<file path="src/rtl/core/ptx_pkg.sv">
// Shared types and constants for the point transform engine.
package ptx_pkg;

    // Default number of fraction bits in the signed fixed-point format.
    parameter int FRAC_BITS_DEF = 16;

    // Data word width and matrix shape.
    localparam int WORD_W    = 32;
    localparam int MAT_DIM   = 4;
    localparam int MAT_ELEMS = MAT_DIM * MAT_DIM;
    localparam int IDX_W     = $clog2(MAT_ELEMS);

    // Product width before the fraction shift.
    localparam int PROD_W = 2 * WORD_W;

    // Action codes carried by an input transaction.
    localparam logic ACT_LOAD  = 1'b0;
    localparam logic ACT_POINT = 1'b1;

    typedef logic signed [WORD_W-1:0] ptx_word_t;
    typedef logic [IDX_W-1:0]         ptx_idx_t;

    // Load enables for the column pipeline stages.
    typedef struct packed {
        logic ld_mul;
        logic ld_add;
        logic ld_sat;
    } ptx_stage_en_t;

endpackage

</file>
<file path="src/rtl/core/ptx_matrix.sv">
// Transform matrix register file, reset to the identity and written one element at a time.
module ptx_matrix
    import ptx_pkg::*;
#(
    parameter int FRAC_BITS = FRAC_BITS_DEF
)
(
    input  logic      clk,
    input  logic      rst_n,
    input  logic      wr_en,
    input  ptx_idx_t  wr_index,
    input  ptx_word_t wr_value,
    output ptx_word_t elem [MAT_ELEMS]
);

    // Fixed-point one, placed on the diagonal at reset.
    localparam ptx_word_t ONE = ptx_word_t'(64'sd1 <<< FRAC_BITS);

    ptx_word_t mat_reg [MAT_ELEMS];

    // Element storage with identity reset.
    always_ff @(posedge clk or negedge rst_n)
    begin
        if (!rst_n)
        begin
            for (int i = 0; i < MAT_ELEMS; i++)
            begin
                mat_reg[i] <= ((i / MAT_DIM) == (i % MAT_DIM)) ? ONE : '0;
            end
        end
        else if (wr_en)
        begin
            mat_reg[wr_index] <= wr_value;
        end
    end

    assign elem = mat_reg;

endmodule

</file>
<file path="config.mk">
export PLATFORM = sky130hd
export DESIGN_NAME = ptx_matrix
export DESIGN_NICKNAME = d
export VERILOG_FILES = /design/src/rtl/core/ptx_pkg.sv /design/src/rtl/core/ptx_matrix.sv
export SDC_FILE = /design/constraint.sdc
export NUM_CORES = 1
export LEC_CHECK = 0
export ABC_AREA = 0
export BUFFER_PORTS_ARGS = -buffer_cell sky130_fd_sc_hd__buf_2
export CORE_AREA = 2 2 213 215
export CTS_CLUSTER_DIAMETER = 150
export CTS_CLUSTER_SIZE = 14
export DETAILED_ROUTE_END_ITERATION = 16
export DIE_AREA = 0 0 215 217
export GPL_ROUTABILITY_DRIVEN = 0
export GPL_TIMING_DRIVEN = 1
export PLACE_DENSITY = 0.71
export SYNTH_ARGS = -nofsm -noshare
export SYNTH_HDL_FRONTEND = slang
export SYNTH_SLANG_ARGS = --single-unit
</file>
<file path="constraint.sdc">
create_clock -name clk -period 0.9 [get_ports clk]
set_input_delay 0.09 -clock clk [delete_from_list [all_inputs] [get_ports clk]]
set_output_delay 0.09 -clock clk [all_outputs]
set_load 0.005 [all_outputs]
</file>
Word-level counts from Yosys, hierarchy flattened
Index checks and enable logic that the tools add are counted.

word-level totals
  register bits after elaboration = 512
  latch bits = 0
  memory bits (writable) = 0
  bits in read-only memories = 0
  input port bits = 39
  output and inout port bits = 512
  logic and storage cells = 23
  memories kept = 0

cells by class
  $add $sub $neg = 0
  multipliers = 0
  div/mod/pow operators = 0
  magnitude comparators = 2
  equal/unequal tests = 0
  shifts and indexed selects = 0
  mux-type cells = 3
  bitwise logic cells = 1
  reduce and logical (&&, ||, !) cells = 1

operators by type and width
  cell                  count
  $bwmux W512           1
  $demux W32 S4         1
  $mux W32              1
  $ge A5 B5 Y1 const B  1
  $lt A5 B1 Y1 const B  1
  $not A4 Y5            1
  $logic_and A1 B1 Y1   1

Depth between registers and ports, before layout
  depth in word-level cells = 6
  gate-level depth with buffers = 5
  depth with buffers taken out = 3

Worst setup path before layout
OpenSTA, ideal clock, no wires.

  path type = input-to-reg
  start = input wr_index[3]
  end = register mat_reg (netlist bit elem[355])
  setup time = 0.128 ns
  arrival time = 1.197 ns
  data required time = 0.772 ns
  slack = -0.424 ns
  stages on the path = 5
  path buffers = 2
  cells stage by stage = nand3b_1 -> or3_1 -> clkbuf_1 -> buf_2 -> mux2_1

between the ends
  cells in the longest elaborated chain, start to end = 6
  elaborated cells between the ends (all ways) = 7
  those cells by class = 2 x order compare; 3 x mux; 1 x bitwise; 1 x reduce/logical

RTL lines
  item                                                                line              text
  start: declaration                                                  ptx_matrix.sv:11  input ptx_idx_t wr_index,
  $not A4 Y5 (not written as such) (*)                                ptx_matrix.sv:33  mat_reg[wr_index] <= wr_value;
  $ge A5 B5 Y1 (not written as such) or $lt A5 B1 Y1 (tied branches)  ptx_matrix.sv:33
  $logic_and A1 B1 Y1 (not written as such)                           ptx_matrix.sv:33
  $mux W32 (not written as such)                                      ptx_matrix.sv:33
  $demux W32 S4 (*)                                                   ptx_matrix.sv:33
  $bwmux W512 (*)                                                     ptx_matrix.sv:33
  end signal: indexed assignment                                      ptx_matrix.sv:28  mat_reg[i] <= ((i / MAT_DIM) == (i % MAT_DIM)) ? ONE : '0;
  end signal: indexed assignment                                      ptx_matrix.sv:33
  end: declaration                                                    ptx_matrix.sv:19  ptx_word_t mat_reg [MAT_ELEMS];

Mark *: on every way between the ends. The rest lies on a longest branch, timed or not.
A chain may end at the register's enable or synchronous reset.

Worst setup path in the final report
  start = register mat_reg (netlist bit elem[176])
  end = output elem[176] (netlist name)

RTL lines
  item              line              text
  end: declaration  ptx_matrix.sv:13  output ptx_word_t elem [MAT_ELEMS]

No word-level cell between the ends.

==> impl_table.tex <==
\begin{tabular}{lr}
\hline
Metric & Value \\
\hline
\multicolumn{2}{l}{\textbf{STA}} \\
Crit path time final & 1290 ps \\
Tightest Pin Transition & 479 ps \\
Count of endpoints failing setup in the final report & 602 \\
Final number of max-transition violations & 0 \\
Worst hold-check slack & -17.7 ps \\
Post-route setup TNS & -135830 ps \\
Final worst clock skew & 0 ps \\
FMAX & 777 MHz \\
Fraction of the cycle the final worst path needs & 143\% \\
Crit path setup slack, layout & -387 ps \\
Max\_slew headroom & 68.0\% \\
RSZ-0062 raised after global routing & yes \\
Endpoints failing hold & 6 \\
\multicolumn{2}{l}{\textbf{Clock network}} \\
H-tree lvl count & 2 \\
Total clock buffers created by CTS & 42 \\
CTS max path bufs & 3 \\
Insertion delay to the later sink of the worst-skew pair & 550 ps \\
TritonCTS clock tree & done \\
Root buffer selected by CTS & clkbuf\_16 \\
Quantity of hold-fixing buffers added after cts & 2 \\
Clock edge transition at the registers on the reported setup and hold paths & 70 ps \\
Clock sink count & 512 \\
\multicolumn{2}{l}{\textbf{Yosys}} \\
Sequential cell area fraction in the yosys report & 67.1\% \\
Cells after synthesis & 1133 \\
Most common cell in the synthesized netlist & dfrtp\_1 \\
Number of flops mapped to enable cells by yosys & 0 \\
Predominant post-synthesis flop cell & dfrtp\_1 \\
Mapped cell area & 0.0191 sq mm \\
Biggest area consumer among synthesized cells & dfrtp\_1 \\
Per-instance average area after synthesis & 16.9 sq um \\
Post-synth cell types & 16 \\
Net Count, Synth & 1172 \\
Area share of the largest cell type after synthesis & 66.5\% \\
Top post-synthesis cells by count & 508 x dfrtp\_1, 502 x mux2\_2, 42 x buf\_2, 37 x clkbuf\_1 \\
Fraction of registers with async set or reset after synthesis & 100\% \\
Most area-consuming cells after synthesis & dfrtp\_1 67\%, mux2\_2 30\%, buf\_2 1.1\%, clkbuf\_1 0.73\%, mux2\_1 0.59\% \\
Number of storage elements in the synthesis netlist & 512 \\
Count of synthesis-stage warnings from yosys & 0 \\
\multicolumn{2}{l}{\textbf{Run status}} \\
Status & finished, violations left \\
Violated checks & hold timing, setup timing \\
\multicolumn{2}{l}{\textbf{Floorplan}} \\
Die width & 215 um \\
Num ports & 551 \\
Total core area & 0.0447 sq mm \\
Die span in y & 217 um \\
Die Outline Area & 0.0467 sq mm \\
Initial core utilization & 42.7\% \\
Core Rows & 78 \\
\multicolumn{2}{l}{\textbf{Route}} \\
Final routed wirelength across all metal layers & 62300 um \\
Detailed router's first-iteration violation count & 717 \\
Post-detailed-route via-to-cell ratio & 5.11 \\
Post-route antenna net violation count & 0 \\
Post-detailed-route wirelength per cell & 24.4 um \\
Total via count in the routed design & 13000 \\
Detailed-routing iteration count for the pre-antenna-repair pass & 6 \\
Post-route DRC & 0 \\
\multicolumn{2}{l}{\textbf{Critical path}} \\
Startpoint kind of the worst setup timing path & flop \\
Data arrival at the endpoint of the critical path & 1200 ps \\
Worst flop-to-flop path endpoint & elem[265]\$\_DFFE\_PN0P\_ \\
Crit path max-delay family & flip-flops \\
Number of buffers and inverters on the critical path & 1 \\
Cell with the largest stage delay on the worst path & dfstp\_2 \\
Kind of capture point of the worst setup path & primary output \\
Crit-path max cell delay & 550 ps \\
Worst r2r path cells & 3 \\
Category of the most critical setup path & reg2out \\
CP Cell Sequence & buf\_6 \\
Worst setup path endpoint & elem[176] \\
Required time worst endpoint & 810 ps \\
Reg2reg setup slack & -110 ps \\
Start of the worst register-to-register path & elem[265]\$\_DFFE\_PN0P\_ \\
Crit. Startpoint & elem[176]\$\_DFFE\_PN1P\_ \\
Highest net fanout along the worst path & 2 \\
Critical Path Stages & 1 \\
\multicolumn{2}{l}{\textbf{Placed design}} \\
HPWL after detailed placement & 39800 um \\
Port-buffer cells & 550 \\
Setup slack at placement & -662 ps \\
\multicolumn{2}{l}{\textbf{Global route}} \\
Wire length of the first global-routing pass & 88300 um \\
Total overflow reported by the global router & 0 \\
Number of global-route vias before repair & 13800 \\
Global router's overall resource usage & 25.0\% \\
Initial antenna violation count & 1 \\
Pin count of the biggest net entering global routing & 67 \\
\multicolumn{2}{l}{\textbf{Power and ir drop}} \\
Pwr per Cell Area & 2450 mW/mm\^{}2 \\
Pleak & 14.0 nW \\
Worst supply voltage drop on vdd & 1.60 mV \\
\multicolumn{2}{l}{\textbf{Final layout}} \\
Number of nets in the layout & 1973 \\
Final design utilization & 62.2\% \\
Synth-to-Final Area Change & 45.6\% \\
Share of cells above drive strength 1 & 72.9\% \\
Largest register FFs & 512 \\
\multicolumn{2}{l}{\textbf{Flow run}} \\
Max Cap Viol & 0 \\
\multicolumn{2}{l}{\textbf{Min path}} \\
Type of the worst min-delay path & in2async \\
\hline
\end{tabular}
[worst min-delay path by stage]
stage	endpoint	cells past startpoint
after global placement	elem[78]$_DFFE_PN0P_	1
after detailed placement	elem[129]$_DFFE_PN0P_	1
after global routing	elem[366]$_DFFE_PN0P_	2
final	elem[366]$_DFFE_PN0P_	2
after CTS	elem[407]$_DFFE_PN0P_	2
after floorplan	elem[0]$_DFFE_PN0P_	0
[layer usage]
layer	vias up	global-route usage, %	share of wire [%]
li1	5533	-	-
met1	6904	31.5	41
met2	487	42.2	50
met3	121	5.45	5.9
met4	0	10.2	3.8
met5	-	0	0
[logic make-up (layout without fill, tap and decap cells)]
kind of cell	after synthesis	in the layout	share of synthesized area [%]
DFF	512	512	67.1
other	0	2	0
and+or+nand+nor	24	24	0.675
muxes	512	512	30.2
buffers and inverters	85	901	2.06
[timing repair]
item | CTS | global route
resized for setup | 32 | 154
pin swaps | 1 | 5
cloned | 2 | 11
setup buffers | 160 | 98
setup endpoints to repair | 583 | 785
endpoints found under the hold margin | 512 | 6
[per-stage QoR]
stage | power, W | instances | cell area (sq um)
final | 0.0680 | 2551 | 27800
after global routing | 0.0710 | 2551 | 27800
after CTS | 0.0662 | 2486 | 26500
after detailed placement | 0.0468 | 2263 | 23900
after global placement | 0.0462 | 2263 | 23900
after floorplan | 0.0380 | 1133 | 20100
[cells in the final DEF, fill, tap and decap left out, drive strengths merged, types with 2 or more instances in the layout]
cell type	instances
nor2	10
diode	2
mux2	512
dfrtp	508
nand2	2
nand3b	3
clkbuf	66
nand2b	4
buf	832
dfstp	4
or3	2
[report_power, final]
group          internal (W)  switching, W
Combinational        0.0125       0.00734
Sequential           0.0284       0.00310
Clock               0.00869       0.00800
Total                0.0496        0.0184
[worst reg2reg max path, delay by kind of cell, from the launching register on]
| kind | cells | cell delay [ps] |
|---|---|---|
| muxes | 1 | 260 |
| buffers and inverters | 2 | 220 |
| DFF | 1 | 400 |
[final cells by class]
type,instances,area [sq um]
Fill cell,3317,16900
Sequential cell,512,12800
Multi-Input combinational cell,536,6880
Timing Repair Buffer,842,6210
Clock buffer,57,1130
Tap cell,600,751
Clock inverter,2,17.5
Antenna cell,2,5.00
No activity file was read; power rests on OpenSTA's default activity.
